$ cat src/rtl/vdd_pkg.sv
// Package for the vector distance / direction block: widths and latencies.
// Used by every module of the block; depends on nothing.
`default_nettype none

package vdd_pkg;

    localparam int COORD_W    = 24;             // input coordinate width, Q16.8
    localparam int FRAC_BITS  = 8;              // coordinate fraction bits
    localparam int DIR_FRAC   = 14;             // direction fraction bits, Q2.14
    localparam int DIST_W     = 25;             // distance port width
    localparam int DIR_W      = 16;             // direction port width

    localparam int MAG_W      = COORD_W + 1;    // difference magnitude
    localparam int SQ_W       = 2 * MAG_W;      // one square
    localparam int SUM_W      = SQ_W + 1;       // sum of two squares
    localparam int ROOT_W     = MAG_W;          // floor root of the sum
    localparam int DEN_W      = ROOT_W + 1;     // root plus one LSB
    localparam int QUO_W      = DIR_FRAC;       // quotient magnitude below 1.0
    localparam int DIVD_W     = MAG_W + DIR_FRAC;

    // diff, square, sum, root bits, divisor, quotient bits, output
    localparam int LATENCY    = 3 + ROOT_W + 1 + QUO_W + 1;

    localparam logic MODE_DIST = 1'b0;
    localparam logic MODE_DIR  = 1'b1;

endpackage

`default_nettype wire

$ cat src/rtl/vdd_div.sv
// Pipelined restoring divider, one quotient bit per register stage.
// Depends on vdd_pkg; the quotient is known to stay below 2^QUO_W.
`default_nettype none

module vdd_div
    import vdd_pkg::*;
(
    input  wire logic              aclk,
    input  wire logic              en,
    input  wire logic [DIVD_W-1:0] dividend,
    input  wire logic [DEN_W-1:0]  divisor,
    output logic      [QUO_W-1:0]  quotient
);

    localparam int CMP_W = DEN_W + QUO_W;

    logic [DIVD_W-1:0] rem_reg [QUO_W];
    logic [DEN_W-1:0]  den_reg [QUO_W];
    logic [QUO_W-1:0]  quo_reg [QUO_W];

    for (genvar k = 0; k < QUO_W; k++) begin : g_stage
        localparam int BIT = QUO_W - 1 - k;
        logic [DIVD_W-1:0] rem_in;
        logic [DEN_W-1:0]  den_in;
        logic [QUO_W-1:0]  quo_in;
        logic [CMP_W-1:0]  shifted;
        logic [DIVD_W-1:0] rem_next;
        logic [QUO_W-1:0]  quo_next;

        if (k == 0) begin : g_first
            assign rem_in = dividend;
            assign den_in = divisor;
            assign quo_in = '0;
        end else begin : g_rest
            assign rem_in = rem_reg[k-1];
            assign den_in = den_reg[k-1];
            assign quo_in = quo_reg[k-1];
        end

        assign shifted = CMP_W'(den_in) << BIT;

        // subtract the shifted divisor when it fits
        always_comb begin
            if (CMP_W'(rem_in) >= shifted) begin
                rem_next = DIVD_W'(CMP_W'(rem_in) - shifted);
                quo_next = quo_in | (QUO_W'(1) << BIT);
            end else begin
                rem_next = rem_in;
                quo_next = quo_in;
            end
        end

        always_ff @(posedge aclk) begin
            if (en) begin
                rem_reg[k] <= rem_next;
                den_reg[k] <= den_in;
                quo_reg[k] <= quo_next;
            end
        end
    end

    assign quotient = quo_reg[QUO_W-1];

endmodule

`default_nettype wire

$ cat config.mk
export PLATFORM = sky130hd
export DESIGN_NAME = vdd_div
export DESIGN_NICKNAME = d
export VERILOG_FILES = /design/src/rtl/vdd_pkg.sv /design/src/rtl/vdd_div.sv
export SDC_FILE = /design/constraint.sdc
export NUM_CORES = 2
export LEC_CHECK = 0
export BUFFER_PORTS_ARGS = -buffer_cell sky130_fd_sc_hd__buf_2
export CORE_MARGIN = 2
export CORE_UTILIZATION = 40
export DETAILED_ROUTE_END_ITERATION = 7
export HOLD_SLACK_MARGIN = 0.03
export SLEW_MARGIN = 20
export SYNTH_ARGS = -nofsm -noshare
export SYNTH_HDL_FRONTEND = slang
export SYNTH_SLANG_ARGS = --single-unit
$ cat constraint.sdc
create_clock -name aclk -period 4.6 [get_ports aclk]
set_input_delay 0.46 -clock aclk [delete_from_list [all_inputs] [get_ports aclk]]
set_output_delay 0.46 -clock aclk [all_outputs]
set_load 0.005 [all_outputs]
======== After elaboration in Yosys (flattened, before gate mapping) ========
Memory sizes are Yosys's and may differ from the RTL's.
Index checks and enable logic that the tools add are counted.
word-level totals
  bits in writable memories ............... 1106
  bits of input ports ..................... 67
  output and inout port bits .............. 14
  memories kept ........................... 3
  bits in registers ....................... 0
operators by class
  muxes and demuxes ....................... 30
  add/sub/neg operators ................... 14
  magnitude comparators ................... 14
memories
  memory   words  bits a word  read ports  clocked after Yosys merged registers in  write ports  RTL line       source
  rem_reg  14     39           13          0                                        14           vdd_div.sv:17  logic [DIVD_W-1:0] rem_reg [QUO_W];
  den_reg  14     26           13          0                                        14           vdd_div.sv:18  logic [DEN_W-1:0] den_reg [QUO_W];
  quo_reg  14     14           14          0                                        14           vdd_div.sv:19  logic [QUO_W-1:0] quo_reg [QUO_W];
operators with widths
  cell                                              number
  39-bit two-way mux                                14
  39-bit by 26-bit >= comparator with 1-bit output  1
  39-bit by 27-bit >= comparator with 1-bit output  1
  39-bit by 28-bit >= comparator with 1-bit output  1
  39-bit by 29-bit >= comparator with 1-bit output  1
  39-bit by 30-bit >= comparator with 1-bit output  1
  39-bit by 31-bit >= comparator with 1-bit output  1
  39-bit by 32-bit >= comparator with 1-bit output  1
  39-bit by 33-bit >= comparator with 1-bit output  1
  39-bit by 34-bit >= comparator with 1-bit output  1
  39-bit by 35-bit >= comparator with 1-bit output  1
  39-bit by 36-bit >= comparator with 1-bit output  1
  39-bit by 37-bit >= comparator with 1-bit output  1
  39-bit by 38-bit >= comparator with 1-bit output  1
  39-bit >= comparator                              1
  39-bit by 26-bit subtractor with 39-bit output    1
  39-bit by 27-bit subtractor with 39-bit output    1
  39-bit by 28-bit subtractor with 39-bit output    1
  39-bit by 29-bit subtractor with 39-bit output    1
  39-bit by 30-bit subtractor with 39-bit output    1
  39-bit by 31-bit subtractor with 39-bit output    1
  39-bit by 32-bit subtractor with 39-bit output    1
  39-bit by 33-bit subtractor with 39-bit output    1
  39-bit by 34-bit subtractor with 39-bit output    1
  19 further kinds                                  21

======== Depth between registers and ports, before layout ========
An unclocked memory read counts as a cell.
  depth after elaboration ................. 3
  gate-level depth with buffers ........... 14
  mapped depth without buffers ............ 14

======== Worst setup path before layout ========
Ideal clock, no wire load.
  path type ............................... input to register
  start ................................... input dividend[13]
  end ..................................... memory rem_reg[0][15] (netlist name) (data pin)
  arrival ................................. 3.116 ns
  library setup time ...................... 0.260 ns
  path slack .............................. 1.224 ns
  cell stages on the path ................. 12
  required time ........................... 4.340 ns
  cells stage by stage .................... inv_1 ha_1 fa_1 nor2b_1 o21ai_0 a21oi_1 o41a_1 o221ai_1 or3_1 a41oi_1 buf_2 mux2_2
RTL lines
  item                RTL line       source
  start: declaration  vdd_div.sv:10  input wire logic [DIVD_W-1:0] dividend,
  end: declaration    vdd_div.sv:17

==> results_dict.tcl <==
set metrics [dict create \
    status "complete, no violations" \
    hold_viol_final 0 \
    seq_area_frac_synth_pct 53.38 \
    synth_top_cell_by_area "edfxtp_1" \
    layout_min_cycle_time_ns 3.944 \
    hp-class "input pin to flip-flop" \
    fin_setup_tns_ns 0 \
    final-setup-viol-count 0 \
    wirelength_um 117200 \
    syn-num-nets 5282 \
    slowest_stage "or4_1" \
    layout_commonest_cell "edfxtp_1" \
    grt_first_pass_wirelength_um 188100 \
    core-area_um2 133000 \
    routedWlPerCell_um 17.04 \
    clock_path_buffers 3 \
    area_growth_pct 13.16 \
    rows 134 \
    syn-instance-count 4838 \
    drt_iter0_markers 1863 \
    syn_area_per_cell_um2 11.05 \
    cts_num_sinks 950 \
    synth.distinct_cells 86 \
    worstMarginPinSlew_ns 1.111 \
    crit_arrival_ns 4.39 \
    p_seq_share_pct 37.0 \
    vias_per_cell 5.222 \
    synthTopCellsByArea "edfxtp_1, ha_1, a21oi_1, inv_1, xnor2_1" \
    yosys_warnings 0 \
    critPathTopFamily "compound AO/OA/AOI/OAI gates" \
    htree_num_levels 3 \
    fp.dieH_um 369.5 \
    dp_hpwl_um 90470 \
    ioPinCount 81 \
    drc 0 \
    cts-buffers-inserted 105 \
    fin_nets 5464 \
    required_ns 5.04 \
    finalCritPeriodShare_pct 85.74 \
    swShare_pct 35.12 \
    grt_usage_pct 17.22 \
    synth_top_area_share_pct 53.38 \
    clkPwrFrac_pct 23.6 \
    dp.cells 6622 \
    layout_common_cells "edfxtp_1, inv_1, a21oi_1" \
    crit_chain "ha_1 -> fa_1 -> nand2b_1 -> a211o_1 -> a21boi_1 -> o21ai_0 -> a31oi_2 -> a31oi_4 -> or4_1 -> nor4_2 -> xor2_1" \
    cts_tree "yes" \
    cts_root_buffer "clkbuf_16" \
    path_buf_inv 0 \
    cp-end-kind "flip-flop" \
    startpoint_type "flip-flop" \
    power_density_nw_per_um2 611.6 \
    drive_gt1_share_pct 8.138 \
    synth_edf_count 950 \
    place_congestion 0.9334 \
    grt_overflow 0 \
    synth_flop_cell "edfxtp_1" \
    async_reset_ff_share_pct 0 \
    port_buffers 80 \
    p_int_mw 24.00 \
    dr.pass1.iters 5 \
    slowest_delay_ns 0.59 \
    floorplan.initialDensity_pct 40.19 \
    fin_cells 6880 \
    path_max_fanout 9 \
    post_cts_buffers 0 \
    first_global_vias 36540 \
    grt_max_degree 130 \
    criticalPathCategory "flip-flop to flip-flop" \
    p_leak_nw 23.89 \
    cts.reportedPaths.clkPinSlew_ns 0.06 \
    largest_reg_flops 507 \
    p_comb_share_pct 39.4 \
    switching_power_mw 12.99 \
    ir_drop_uv 331.6 \
    die_width_um 369.5 \
    ant_nets 0 \
    vias 35930 \
    antenna_found_initial 0 \
    crit_start "den_reg[1][78]$_DFFE_PP_" \
    hold_start "dividend[14]" \
    fmaxAchievable_mhz 253.5 \
    fp.dieArea_um2 136500 \
    syn_area_um2 53440 \
    finalMaxSlewViolations 0 \
    max-slew-margin-rel_pct 25.26 \
    diodes 0 \
    rsz0062_at_grt "false" \
    timing.rr.start "den_reg[1][78]$_DFFE_PP_" \
    synth_seq_cells 950 \
    skew_ns 0.03885 \
    timing.max_cap.violations 0 \
    clock_latency_ns 0.72 \
]
[synth_stat cells, types with 62 or more instances]
library cell,number
mux2_2,68
a21o_1,186
a21oi_1,384
edfxtp_1,950
nand3_1,78
nand4_1,62
o21ai_0,323
xor2_1,138
ha_1,364
xnor2_1,199
nand2b_1,67
nand2_1,363
inv_1,465
clkbuf_1,93
nor2_1,303
nor3_1,71
[kinds of logic after synthesis]
logic type	Yosys count	share of synthesized area (%)
AO/OA/AOI/OAI	1291	15.15
XOR/XNOR	337	5.523
adder cells (fa/ha/maj)	377	9.010
buffers and inverters	587	4.184
flip-flops	950	53.38
multiplexers	77	1.601
AND/OR/NAND/NOR	1219	11.15
[layout make-up]
cell class / instances / area, µm²
clock buffer: 127 / 2731
clock inverter: 72 / 904.6
fill: 12150 / 72480
inverter: 467 / 1753
multi-input combinational: 3301 / 22760
sequential: 950 / 28530
tap: 1768 / 2212
timing repair buffer: 195 / 1584
[power by group through the flow]
stage / sequential, mW / combinational, mW / clock, mW
after global routing: 13.9 / 16.3 / 9.32
after global placement: 13.8 / 14.4 / 0
after detailed placement: 13.8 / 14.4 / 0
after CTS: 13.7 / 14.6 / 8.98
after floorplan: 13.3 / 11.2 / 0
final: 13.7 / 14.6 / 8.71
[worst paths after layout]
path                                                  to  slack [ns]  cells after the start
worst max-delay path            rem_reg[3][30]$_DFFE_PP_        0.66                     11
worst min-delay path            rem_reg[0][14]$_DFFE_PP_        0.12                      3
worst max register to register  rem_reg[3][30]$_DFFE_PP_        0.66                     11
worst min register to register  quo_reg[4][12]$_DFFE_PP_        0.42                      0
[through the flow]
step | power (mW) | setup WS [ns] | instance area [µm²] | utilization, % | hold slack (ns)
after global routing | 39.57 | 0.3403 | 60470 | 45.48 | 0.09908
final | 36.99 | 0.6560 | 60470 | 45.48 | 0.1166
after CTS | 37.21 | 0.6402 | 60470 | 45.48 | 0.03677
after detailed placement | 28.28 | 0.5360 | 56250 | 42.30 | 0.4045
after global placement | 28.20 | 0.5451 | 56250 | 42.30 | 0.4019
after floorplan | 24.49 | 1.224 | 53440 | - | 0.4003
[per-layer routing]
| metal | vias to the layer above | wire length, µm | GRT usage [%] | part of all wire, % |
|---|---|---|---|---|
| li1 | 18200 | - | - | - |
| met1 | 16680 | 43410 | 17.16 | 37 |
| met2 | 721 | 62820 | 33.39 | 54 |
| met3 | 321 | 3414 | 2.452 | 2.9 |
| met4 | 0 | 7597 | 10.32 | 6.5 |
| met5 | - | 0 | 0 | 0 |
[tightest hold or removal path, cell delays in order]
cell and delay, ns:
buf_2 0.11, nor2_1 0.05, a21oi_1 0.10
[timing repair]
item,4_1_cts,5_1_grt
hold endpoints to repair,59,0
hold buffers,59,0
gates resized for setup,0,0
No activity file was read; power rests on OpenSTA's default activity.
